`src/rtl/wvc_pkg.sv`:
```
package wvc_pkg;

  localparam int VOCAB_ENTRIES   = 1024;
  localparam int MAX_TOKEN_CHARS = 99;

  localparam int LEN_W   = 7;
  localparam int USED_W  = 11;
  localparam int IDX_W   = 10;
  localparam int CNT_W   = 24;
  localparam int ADDR_W  = 17;
  localparam int CHARS_DEPTH = VOCAB_ENTRIES * MAX_TOKEN_CHARS;

  localparam logic [CNT_W-1:0]  COUNT_MAX = {CNT_W{1'b1}};
  localparam logic [LEN_W-1:0]  TOK_MAX   = LEN_W'(MAX_TOKEN_CHARS);
  localparam logic [USED_W-1:0] USED_MAX  = USED_W'(VOCAB_ENTRIES);
  localparam logic [ADDR_W-1:0] ROW_STEP  = ADDR_W'(MAX_TOKEN_CHARS);

  // result kind
  localparam logic [1:0] KIND_HIT  = 2'd0;
  localparam logic [1:0] KIND_NEW  = 2'd1;
  localparam logic [1:0] KIND_FULL = 2'd2;

  typedef struct packed {
    logic       search_init;
    logic       ent_rd;
    logic       next_ent;
    logic       clr_idx;
    logic       chr_rd;
    logic       next_chr;
    logic       cp_wr;
    logic       new_wr;
    logic       hit_wr;
    logic       load_out;
    logic [1:0] kind;
  } cmd_t;

  typedef struct packed {
    logic close;
    logic e_end;
    logic full;
    logic wl_zero;
    logic len_eq;
    logic chr_eq;
    logic i_last;
    logic out_free;
  } sts_t;

endpackage

```
`src/rtl/wvc_ctrl.sv`:
```
module wvc_ctrl import wvc_pkg::*; (
  input  logic clk,
  input  logic rst_n,
  input  logic in_valid,
  output logic in_stall,
  input  sts_t sts,
  output cmd_t cmd
);

  localparam logic [2:0] ST_IDLE = 3'd0;
  localparam logic [2:0] ST_ENT  = 3'd1;
  localparam logic [2:0] ST_LEN  = 3'd2;
  localparam logic [2:0] ST_RD   = 3'd3;
  localparam logic [2:0] ST_CMP  = 3'd4;
  localparam logic [2:0] ST_CPRD = 3'd5;
  localparam logic [2:0] ST_CPWR = 3'd6;
  localparam logic [2:0] ST_OUT  = 3'd7;

  logic [2:0] state_r, state_nxt;
  logic [1:0] kind_r, kind_nxt;

  assign in_stall = (state_r != ST_IDLE);

  always_comb begin
    state_nxt = state_r;
    kind_nxt  = kind_r;
    cmd       = '0;
    cmd.kind  = kind_r;
    case (state_r)
      ST_IDLE: begin
        if (in_valid && sts.close) begin
          cmd.search_init = 1'b1;
          state_nxt = ST_ENT;
        end
      end
      ST_ENT: begin
        cmd.clr_idx = 1'b1;
        if (sts.e_end) begin
          if (sts.full) begin
            kind_nxt  = KIND_FULL;
            state_nxt = ST_OUT;
          end else if (sts.wl_zero) begin
            cmd.new_wr = 1'b1;
            kind_nxt   = KIND_NEW;
            state_nxt  = ST_OUT;
          end else begin
            state_nxt = ST_CPRD;
          end
        end else begin
          cmd.ent_rd = 1'b1;
          state_nxt  = ST_LEN;
        end
      end
      ST_LEN: begin
        if (!sts.len_eq) begin
          cmd.next_ent = 1'b1;
          state_nxt    = ST_ENT;
        end else if (sts.wl_zero) begin
          cmd.hit_wr = 1'b1;
          kind_nxt   = KIND_HIT;
          state_nxt  = ST_OUT;
        end else begin
          state_nxt = ST_RD;
        end
      end
      ST_RD: begin
        cmd.chr_rd = 1'b1;
        state_nxt  = ST_CMP;
      end
      ST_CMP: begin
        if (!sts.chr_eq) begin
          cmd.next_ent = 1'b1;
          state_nxt    = ST_ENT;
        end else if (sts.i_last) begin
          cmd.hit_wr = 1'b1;
          kind_nxt   = KIND_HIT;
          state_nxt  = ST_OUT;
        end else begin
          cmd.next_chr = 1'b1;
          state_nxt    = ST_RD;
        end
      end
      ST_CPRD: begin
        cmd.chr_rd = 1'b1;
        state_nxt  = ST_CPWR;
      end
      ST_CPWR: begin
        cmd.cp_wr = 1'b1;
        if (sts.i_last) begin
          cmd.new_wr = 1'b1;
          kind_nxt   = KIND_NEW;
          state_nxt  = ST_OUT;
        end else begin
          cmd.next_chr = 1'b1;
          state_nxt    = ST_CPRD;
        end
      end
      ST_OUT: begin
        if (sts.out_free) begin
          cmd.load_out = 1'b1;
          state_nxt    = ST_IDLE;
        end
      end
      default: state_nxt = ST_IDLE;
    endcase
  end

  always_ff @(posedge clk) begin
    if (!rst_n) begin
      state_r <= ST_IDLE;
      kind_r  <= KIND_HIT;
    end else begin
      state_r <= state_nxt;
      kind_r  <= kind_nxt;
    end
  end

endmodule

```
`config.mk`:
```
export PLATFORM = sky130hd
export DESIGN_NAME = wvc_ctrl
export DESIGN_NICKNAME = d
export VERILOG_FILES = /design/src/rtl/wvc_pkg.sv /design/src/rtl/wvc_ctrl.sv
export SDC_FILE = /design/constraint.sdc
export NUM_CORES = 1
export LEC_CHECK = 0
export BUFFER_PORTS_ARGS = -buffer_cell sky130_fd_sc_hd__buf_4
export CAP_MARGIN = 20
export CORE_AREA = 2 2 39 41
export DETAILED_ROUTE_END_ITERATION = 10
export DIE_AREA = 0 0 41 43
export PLACE_DENSITY_LB_ADDON = 0.12
export SLEW_MARGIN = 20
export SYNTH_ARGS = -nofsm -noshare
export SYNTH_HDL_FRONTEND = slang
export SYNTH_SLANG_ARGS = --single-unit
```
`constraint.sdc`:
```
create_clock -name clk -period 2.7 [get_ports clk]
set_clock_uncertainty 0.1 [all_clocks]
set_input_delay 0.135 -clock clk [delete_from_list [all_inputs] [get_ports clk]]
set_output_delay 0.135 -clock clk [all_outputs]
set_load 0.05 [all_outputs]
```
==> flow_metrics.env <==
export IMPL_yosys_top_cells_count="7 x nor2_1, 6 x nand2_1, 5 x a21oi_1, 5 x dfxtp_1, 5 x nor3_1"
export IMPL_cpPeakStageDelay_ns=0.67
export IMPL_setup_viol=0
export IMPL_whs_ns=0.06306
export IMPL_gp_congestion=0.7717
export IMPL_drt_iter0_markers=3
export IMPL_synth_top_cell_by_area="dfxtp_1"
export IMPL_hp_class="in2reg"
export IMPL_cts_buffer_depth=2
export IMPL_synth_edf_count=0
export IMPL_cts_tree="built"
export IMPL_port_buffers=23
export IMPL_io_pins=24
export IMPL_finalSetupTns_ns=0
export IMPL_crit_family="flip-flops"
export IMPL_synth_top_area_share=0.2105
export IMPL_hold_buffers=0
export IMPL_p_per_area_nw_per_um2=734.0
export IMPL_synth_most_common_cell="nor2_1"
export IMPL_switching_share=0.4968
export IMPL_cts_htree_levels=1
export IMPL_yosys_top_cells_area="dfxtp_1 21%, nor4b_2 6.3%, nor2_1 5.5%, a21oi_1 5.3%, nor3_1 5.3%"
export IMPL_grt_pass1_wl_um=1966
export IMPL_register_area_um2=100.1
export IMPL_fin_nets=97
export IMPL_worstPathCellList="nor3b_2 -> a32o_1 -> buf_4"
export IMPL_clk_latency_ns=0.24
export IMPL_wl_per_cell_um=12.20
export IMPL_clkTransAtPathRegs_ns=0.05
export IMPL_grtUsageTotal=0.1596
export IMPL_maxCapViolCount=0
export IMPL_status="finished, final reports clean"
export IMPL_root_buffer="clkbuf_4"
export IMPL_clockPowerShare=0.188
export IMPL_drc_errors=0
export IMPL_max_freq_ghz=0.5056
export IMPL_crit_required_ns=2.47
export IMPL_cellLeakagePower_uw=0.0002834
export IMPL_fin_crit_sh=0.7325
export IMPL_rows=14
export IMPL_dieWidth_um=41
export IMPL_async_reset_ff_frac=0
export IMPL_clock_sinks=5
export IMPL_ir_worst_vdd_mv=0.2732
export IMPL_die_height_um=43
export IMPL_max_slew_margin=0.5920
export IMPL_synthesis_area_um2=475.5
export IMPL_cts_resized=0
export IMPL_worst_pin_slew_ns=0.6111
export IMPL_p_switching_uw=238.1
export IMPL_power_internal_uw=241.2
export IMPL_combPwrFrac=0.535
export IMPL_path_class="reg2out"
export IMPL_synth_seq_cells=5
export IMPL_critPathArrivalTime_ns=1.74
export IMPL_viasPerCell=5.228
export IMPL_nFillCells=150
export IMPL_rsz0062_at_grt="false"
export IMPL_syn_area_per_cell_um2=7.547
export IMPL_postRouteAntennaNets=0
export IMPL_layout_drive_gt1_share=0.3529
export IMPL_start_util=0.3436
export IMPL_grt_max_degree=19
export IMPL_critPathCaptureType="primary output"
export IMPL_path_buf_inv=1
export IMPL_worstPathMaxFanout=18
export IMPL_drtPass1Iterations=4
export IMPL_area_growth_pct=37.37
export IMPL_die_area_um2=1763
export IMPL_grt_antenna_before_repair=0
export IMPL_post_cts_buffers=0
export IMPL_start_kind="register"
export IMPL_core_area_um2=1384
export IMPL_ys_types=29
export IMPL_hold_viol=0
export IMPL_ys_seq_area_frac=0.2105
export IMPL_vias=528
export IMPL_multi_input_area_um2=330.3
export IMPL_cts_buffers=3
export IMPL_dp_hpwl_um=904.9
export IMPL_synth_ff_type="dfxtp_1"
export IMPL_yosysWarnings=0
export IMPL_slowest_stage="dfxtp_1"
export IMPL_slew_viol_final=0
export IMPL_seq_power_share=0.277
export IMPL_period_minus_slack_ns=1.978
export IMPL_grt_overflow_total=0
export IMPL_wirelength_um=1232
export IMPL_diodes=0
export IMPL_grt_pass1_vias=469
export IMPL_synth_cells=63
export IMPL_synth_nets=74
-- power groups by stage --
stage / combinational (uW) / clock, uW / sequential [uW]
global placement: 257 / 0 / 133
floorplan: 224 / 0 / 110
finish: 257 / 90.1 / 133
CTS: 258 / 95.1 / 131
detailed placement: 257 / 0 / 133
global route: 275 / 96.1 / 136
-- registers in the layout, summed over array words and instances, names as in the netlist --
| signal | flops |
|---|---|
| kind_r | 2 |
| state_r | 3 |
-- logic make-up after synthesis --
kind of cell	after synthesis	synth area share
buf+inv	6	0.09471
xor+xnor	1	0.01842
mux	2	0.04211
flops	5	0.2105
compound gates	17	0.2368
simple gates	32	0.3974
-- final timing paths --
path | start | endpoint | slack (ns) | cells after the start
setup / recovery | state_r[0] | cmd[4] | 0.72 | 3
hold / removal | rst_n | state_r[1] | 0.06 | 2
setup reg to reg | state_r[0] | kind_r[0] | 1.00 | 4
hold reg to reg | kind_r[1] | kind_r[1] | 0.37 | 2
-- layout make-up --
cell class,instances,share of cell area
multi-input cells,52,0.5057
well taps,16,0.03065
flip-flops and latches,5,0.1533
clock buffers,4,0.04023
inverters,1,0.005747
repair buffers,23,0.2644
-- layout by cell type (no fill, tap or decap), drive strengths merged, types with 3 or more instances in the layout --
master,synthesis,final
nor2,7,7
clkbuf,1,4
o21ai,5,5
a21oi,5,5
nand2,6,6
dfxtp,5,5
nor3,5,5
buf,4,23
nor3b,3,3
-- stage by stage --
| stage | area (um2) | setup WS (ns) | instances | total power, uW | util |
|---|---|---|---|---|---|
| final | 653.1 | 0.7221 | 101 | 479.4 | 0.4720 |
| after global routing | 653.1 | 0.5997 | 101 | 507.7 | 0.4720 |
| after CTS | 653.1 | 0.7298 | 101 | 484.0 | 0.4720 |
| after detailed placement | 626.9 | 0.9935 | 97 | 390.1 | 0.4530 |
| after global placement | 626.9 | 0.9709 | 97 | 390.4 | 0.4530 |
| after floorplan | 475.5 | 0.5176 | 63 | 333.6 | - |
-- metal layers --
metal / part of all wire / track usage / wire length (um)
met1: 0.48 / 0.2154 / 586
met2: 0.45 / 0.2313 / 549
met3: 0.078 / 0.04712 / 96
met4: 0 / 0.06000 / 0
met5: 0 / 0 / 0
(Power assumes the default switching activity.)
